$ cat src/rtl/pbsr_div.sv
// ----------------------------------------------------------------------------
// pbsr_div
// Unsigned 32/32 restoring divider, one quotient bit per cycle.
// ----------------------------------------------------------------------------
module pbsr_div (
	input  logic        clk,
	input  logic        arst_n,
	input  logic        start,
	input  logic [31:0] num,
	input  logic [31:0] den,
	output logic        done,
	output logic [31:0] quot
);

	logic [31:0] den_q;
	logic [31:0] nq_q;   // numerator shifts out, quotient shifts in
	logic [31:0] rem_q;
	logic [5:0]  cnt_q;
	logic        busy_q;
	logic        done_q;
	logic [32:0] trial;
	logic        ge;

	assign trial = {rem_q, nq_q[31]};
	assign ge    = trial >= {1'b0, den_q};

	always_ff @(posedge clk or negedge arst_n) begin
		if (!arst_n) begin
			busy_q <= 1'b0;
			done_q <= 1'b0;
			cnt_q  <= '0;
		end else begin
			done_q <= 1'b0;
			if (start) begin
				busy_q <= 1'b1;
				cnt_q  <= '0;
			end else if (busy_q) begin
				cnt_q <= cnt_q + 6'd1;
				if (cnt_q == 6'd31) begin
					busy_q <= 1'b0;
					done_q <= 1'b1;
				end
			end
		end
	end

	always_ff @(posedge clk) begin
		if (start) begin
			den_q <= den;
			nq_q  <= num;
			rem_q <= '0;
		end else if (busy_q) begin
			rem_q <= ge ? 32'(trial - {1'b0, den_q}) : trial[31:0];
			nq_q  <= {nq_q[30:0], ge};
		end
	end

	assign done = done_q;
	assign quot = nq_q;

endmodule

$ cat config.mk
export PLATFORM = sky130hd
export DESIGN_NAME = pbsr_div
export DESIGN_NICKNAME = d
export VERILOG_FILES = /design/src/rtl/pbsr_div.sv
export SDC_FILE = /design/constraint.sdc
export NUM_CORES = 1
export LEC_CHECK = 0
export BUFFER_PORTS_ARGS = -buffer_cell sky130_fd_sc_hd__buf_2
export CORE_AREA = 10 10 128 130
export DETAILED_ROUTE_END_ITERATION = 10
export DIE_AREA = 0 0 138 140
export HOLD_SLACK_MARGIN = 0.02
export MAX_ROUTING_LAYER = met4
export PLACE_DENSITY = 0.65
export SKIP_CTS_REPAIR_TIMING = 1
export SYNTH_ARGS = -nofsm -noshare
export SYNTH_HDL_FRONTEND = slang
export SYNTH_SLANG_ARGS = --single-unit
$ cat constraint.sdc
create_clock -name clk -period 5.9 [get_ports clk]
set_clock_uncertainty 0.2 [all_clocks]
set_input_delay 0.59 -clock clk [delete_from_list [all_inputs] [get_ports clk]]
set_output_delay 0.59 -clock clk [all_outputs]
set_load 0.01 [all_outputs]
==> reports/metrics.yaml, run 1 <==
timing:
  rsz0062_at_grt: "false"
  hold_ws_ns: 0.195
  worst_pin_slew_ns: 1.18
  fin_crit_sh: 0.634
  worst_slew_margin_rel: 0.216
  setup_ws_ns: 2.16
  slew_violations: 0
  setup_tns_ns: 0
  min_period_ns: 3.74
  hold_viol: 0
  setup_violations: 0
  fmax_mhz: 267
logic_synthesis:
  synth_edf_count: 64
  synth_cells: 610
  ys_seq_area_frac: 0.453
  syn_area_sq_um: 6100
  synth_area_leaders: "edfxtp_1 (31%), dfxtp_1 (10%), ha_1 (6.8%), mux2_2 (5.9%), nand2_1 (4.1%)"
  yosysWarnings: 0
  syn_nets: 711
  yosysTopAreaCell: "edfxtp_1"
  synth_top_area_frac: 0.315
  ys_types: 65
  synth_area_per_cell_sq_um: 10.0
  ys_async_sr_fraction: 0.0769
  ys.flop_type: "edfxtp_1"
  ys_seq_elements: 104
finish:
  drive_gt1_frac: 0.226
  layout_commonest_cell: "buf_2"
  fill_cells: 1311
  stdcell_count: 879
  area_growth_syn_to_layout_pct: 14.7
  nets: 794
  layout_common_cells: "buf_2 (98), nand2_1 (66), edfxtp_1 (64), nor2_1 (51), inv_1 (42)"
min_path:
  hold_end: "den_q[25]$_DFFE_PP_"
  hold_path_class: "primary input to flop"
  hold_path_startpoint: "den[25]"
  worstHoldPathCells: 1
clocking:
  cts_root_buf: "clkbuf_16"
  clock_sinks: 104
  h-tree-depth: 3
  cts_made_buffers: 9
  cts_tree: "yes"
  clk_pin_slew_worst_paths_ns: 0.08
  clk_latency_ns: 0.36
  clockBufferDepth: 2
worst_setup_path:
  rr_worst_depth: 11
  slowest_stage: "nor2_2"
  r2r-end: "rem_q[0]$_SDFFE_PP0P_"
  start_kind: "flop"
  cp_num_buf_inv: 2
  end_kind: "flop"
  timing_worst_setup_path_type: "flop to flop"
  reg2reg_from: "den_q[1]$_DFFE_PP_"
  crit_path_max_fanout: 16
  r2r_slack_ns: 2.16
  crit_family: "compound AO/OA/AOI/OAI gates"
  critPathMaxStageDelay_ns: 0.56
  crit_arrival_ns: 3.82
  path_cells: "inv_1 -> ha_1 -> nor2b_1 -> o31ai_1 -> a21oi_1 -> o31ai_2 -> a2111oi_4 -> nor2_2 -> buf_4 -> mux2_2 -> a211oi_1"
  worstPathRequired_ns: 5.98
floorplan:
  core_area_sq_um: 13800
  ios: 100
  die_area_sq_um: 19300
  fp.dieH_um: 140
  initial_core_util: 0.443
  rows: 43
  die_w_um: 138
routing:
  drc: 0
  num_vias: 4890
  wl_per_cell_um: 16.9
  drt-total-wl_um: 14900
  via_per_inst: 5.56
  drtPass1Iterations: 5
  ant_nets: 0
  first_iter_violations: 289
pwr:
  p_per_area_nw_per_um2: 397
  irDropWorstVdd_uv: 247
  p_total_mw: 2.78
  p_leak_nw: 3.02
run:
  maxCapViolations: 0
place:
  dpl.cell_count: 861
  pre_cts_slack_ns: 2.15
  dp_hpwl_um: 11000
  numPortBuffers: 99
  place.gp.congestion: 0.911
grt:
  grt_pass1_vias: 4978
  grtUsageTotal: 0.156
  antenna_found_initial: 1
  grt_pass1_wl_um: 24500
  gr-total-overflow: 0
  grt_max_degree: 77
run_status:
  status: "finished, final reports clean"
[synth_stat cells, drive strengths merged, types with 13 or more instances]
master  instances
o21ai          34
clkbuf         13
a21o           16
nand2          66
edfxtp         64
buf            17
xnor2          13
dfxtp          32
ha             33
a21oi          29
xor2           16
a311oi         20
mux2           33
inv            42
nor2           52
[registers in the layout, indices dropped and copies added (netlist names)]
signal and cells:
busy_q 1, cnt_q 6, den_q 32, done 1, quot 32, rem_q 32
[worst max path at each step]
stage / depth (start not counted) / slack (ns) / start / end
2_1_floorplan: 12 / 2.90 / den_q[22]$_DFFE_PP_ / quot[0]$_DFFE_PP_
3_3_place_gp: 11 / 2.30 / den_q[22]$_DFFE_PP_ / rem_q[0]$_SDFFE_PP0P_
3_5_place_dp: 11 / 2.15 / den_q[1]$_DFFE_PP_ / rem_q[0]$_SDFFE_PP0P_
4_1_cts: 11 / 2.13 / den_q[1]$_DFFE_PP_ / rem_q[0]$_SDFFE_PP0P_
5_1_grt: 11 / 1.87 / den_q[1]$_DFFE_PP_ / rem_q[0]$_SDFFE_PP0P_
6_report: 11 / 2.16 / den_q[1]$_DFFE_PP_ / rem_q[0]$_SDFFE_PP0P_
[cell families after synthesis]
kind of cell,Yosys count,synth area share
AOI/OAI and AO/OA,154,0.175
xor gates and xnor gates,29,0.0416
adders and majority gates,34,0.0709
buffers and inverters,72,0.0529
DFF,104,0.453
muxes,39,0.0713
and+or+nand+nor,178,0.136
[layer usage]
layer,part of all wire,vias up,global-route usage,routed length [um]
met3,0.061,21,0.0470,912
met1,0.47,2299,0.189,6960
li1,-,2418,-,-
met4,0.013,0,0.0472,188
met2,0.46,152,0.244,6830
met5,0,-,-,0
[power by group]
| group | total (mW) | switching, mW | internal (mW) |
|---|---|---|---|
| sequential | 1.00 | 0.0920 | 0.910 |
| clock | 0.613 | 0.309 | 0.304 |
| combinational | 1.16 | 0.684 | 0.480 |
| total | 2.78 | 1.08 | 1.69 |
[cell type report]
class                   instances  area (sq um)  share of cell area
clock inverters                 7          87.6              0.0125
diodes                          1          2.50            0.000357
well taps                     180           225              0.0322
inverters                      42           158              0.0225
multi-input cells             434          3020               0.431
flip-flops and latches        104          2760               0.395
repair buffers                102           523              0.0747
clock buffers                   9           225              0.0322
[per-stage QoR]
stage | utilization | area, sq um
5_1_grt | 0.508 | 7000
6_report | 0.508 | 7000
2_1_floorplan | - | 6100
3_5_place_dp | 0.485 | 6680
4_1_cts | 0.508 | 6990
3_3_place_gp | 0.485 | 6680
(Power assumes the default switching activity.)
==> run 2: changes to the inputs <==
==> constraint.sdc (replaced) <==
create_clock -name clk -period 3.5 [get_ports clk]
set_clock_uncertainty 0.2 [all_clocks]
set_input_delay 0.35 -clock clk [delete_from_list [all_inputs] [get_ports clk]]
set_output_delay 0.35 -clock clk [all_outputs]
set_load 0.01 [all_outputs]
==> run 2 against run 1 <==
Effect of this change: cell area increased by 5.3%; non-clock buffer count rose by 38; hold slack worse by 0.11 ns; largest cell class unchanged; global-route usage is essentially flat; highest routed layer unchanged; fmax is 16% higher.
==> reports/metrics.yaml, run 2 (synthesis gave the netlist of run 1 again) <==
worst_setup_path:
  crit_path_max_fanout: 21
  rr_worst_depth: 12
  worstPathRequired_ns: 3.55
  r2r-end: "rem_q[13]$_SDFFE_PP0P_"
  end_kind: "flop"
  path_cells: "inv_1 -> ha_1 -> nor2b_1 -> o31ai_1 -> a21oi_1 -> o31ai_2 -> buf_4 -> a2111oi_4 -> or2_1 -> buf_12 -> nand2_1 -> a311oi_1"
  start_kind: "flop"
  reg2reg_from: "den_q[1]$_DFFE_PP_"
  timing_worst_setup_path_type: "flop to flop"
  crit_arrival_ns: 3.27
  r2r_slack_ns: 0.28
  critPathMaxStageDelay_ns: 0.42
  slowest_stage: "or2_1"
run_status:
  status: "finished, final reports clean"
clocking:
  clk_latency_ns: 0.36
  cts_tree: "yes"
  clockBufferDepth: 2
  cts_made_buffers: 9
  h-tree-depth: 3
  clk_pin_slew_worst_paths_ns: 0.07
  clock_sinks: 104
  cts_root_buf: "clkbuf_16"
pwr:
  switching_power_mw: 1.83
  p_per_area_nw_per_um2: 643
  power_switching_share: 0.385
  p_seq_frac: 0.356
  irDropWorstVdd_uv: 294
  comb_power_share: 0.432
  power_frac_clock: 0.212
  p_leak_nw: 3.18
  p_total_mw: 4.74
  p_int_mw: 2.91
min_path:
  hold_path_class: "primary input to flop"
  worstHoldPathCells: 2
  hold_path_startpoint: "num[10]"
  hold_end: "quot[10]$_DFFE_PP_"
routing:
  first_iter_violations: 302
  wl_per_cell_um: 16.3
  drtPass1Iterations: 5
  ant_nets: 0
  via_per_inst: 5.44
  drc: 0
  num_vias: 4993
  drt-total-wl_um: 14900
grt:
  grtUsageTotal: 0.156
  gr-total-overflow: 0
  grt_max_degree: 73
  grt_pass1_vias: 5017
  antenna_found_initial: 1
  grt_pass1_wl_um: 24700
place:
  dp_hpwl_um: 11100
  place.gp.congestion: 0.928
  pre_cts_slack_ns: 0.332
  dpl.cell_count: 867
  placed_cell_area_sq_um: 6750
  numPortBuffers: 99
timing:
  min_period_ns: 3.22
  fmax_mhz: 311
  worst_slew_margin_rel: 0.411
  hold_ws_ns: 0.0842
  slew_violations: 0
  setup_tns_ns: 0
  hold_viol: 0
  rsz0062_at_grt: "false"
  fin_crit_sh: 0.920
  setup_violations: 0
  setup_ws_ns: 0.280
  worst_pin_slew_ns: 0.861
floorplan:
  die_w_um: 138
  initial_core_util: 0.443
  ios: 100
  core_area_sq_um: 13800
  rows: 43
  die_area_sq_um: 19300
  fp.dieH_um: 140
finish:
  layout_commonest_cell: "buf_2"
  layout_common_cells: "buf_2 (98), nand2_1 (66), edfxtp_1 (64), nor2_1 (51), inv_1 (42)"
  drive_gt1_frac: 0.221
  area_growth_syn_to_layout_pct: 20.8
  fill_cells: 1285
  fin_util: 0.535
  stdcell_count: 917
  nets: 832
  fin_area_sq_um: 7370
run:
  maxCapViolations: 0
## run 2: cell type report
class | count | area (sq um) | area share
antenna | 1 | 2.50 | 0.000339
tap | 180 | 225 | 0.0305
clock buffer | 10 | 229 | 0.0311
inverter | 42 | 158 | 0.0214
timing repair buffer | 140 | 913 | 0.124
clock inverter | 6 | 62.6 | 0.00849
multi-input combinational | 434 | 3020 | 0.409
sequential | 104 | 2760 | 0.375
## run 2: how the worst max path moves through the flow
| stage | startpoint | end | slack (ns) | cells past startpoint |
|---|---|---|---|---|
| after global routing | den_q[1]$_DFFE_PP_ | rem_q[13]$_SDFFE_PP0P_ | 0.05 | 12 |
| after global placement | den_q[22]$_DFFE_PP_ | rem_q[19]$_SDFFE_PP0P_ | 0.37 | 11 |
| after floorplan | den_q[22]$_DFFE_PP_ | quot[0]$_DFFE_PP_ | 0.50 | 12 |
| final | den_q[1]$_DFFE_PP_ | rem_q[13]$_SDFFE_PP0P_ | 0.28 | 12 |
| after detailed placement | den_q[12]$_DFFE_PP_ | rem_q[8]$_SDFFE_PP0P_ | 0.33 | 11 |
| after CTS | den_q[1]$_DFFE_PP_ | rem_q[8]$_SDFFE_PP0P_ | 0.29 | 12 |
## run 2: power groups by stage
stage	clock network (mW)	registers [mW]	logic [mW]
final	1.00	1.69	2.05
after global routing	1.07	1.72	2.29
after CTS	1.03	1.69	2.01
after detailed placement	0	1.71	1.99
after global placement	0	1.70	1.97
after floorplan	0	1.69	1.56
## run 2: critical path, delay by kind of cell (launching register included)
family | cells | cell delay (ns)
AO/OA/AOI/OAI | 5 | 1.07
adder cells (fa/ha/maj) | 1 | 0.28
flip-flops | 1 | 0.39
AND/OR/NAND/NOR | 3 | 0.71
buffers and inverters | 3 | 0.44
## run 2: routing by layer
layer | global-route usage | wire length [um]
met3 | 0.0510 | 1240
met4 | 0.0444 | 198
met5 | - | 0
met1 | 0.195 | 6830
met2 | 0.236 | 6660
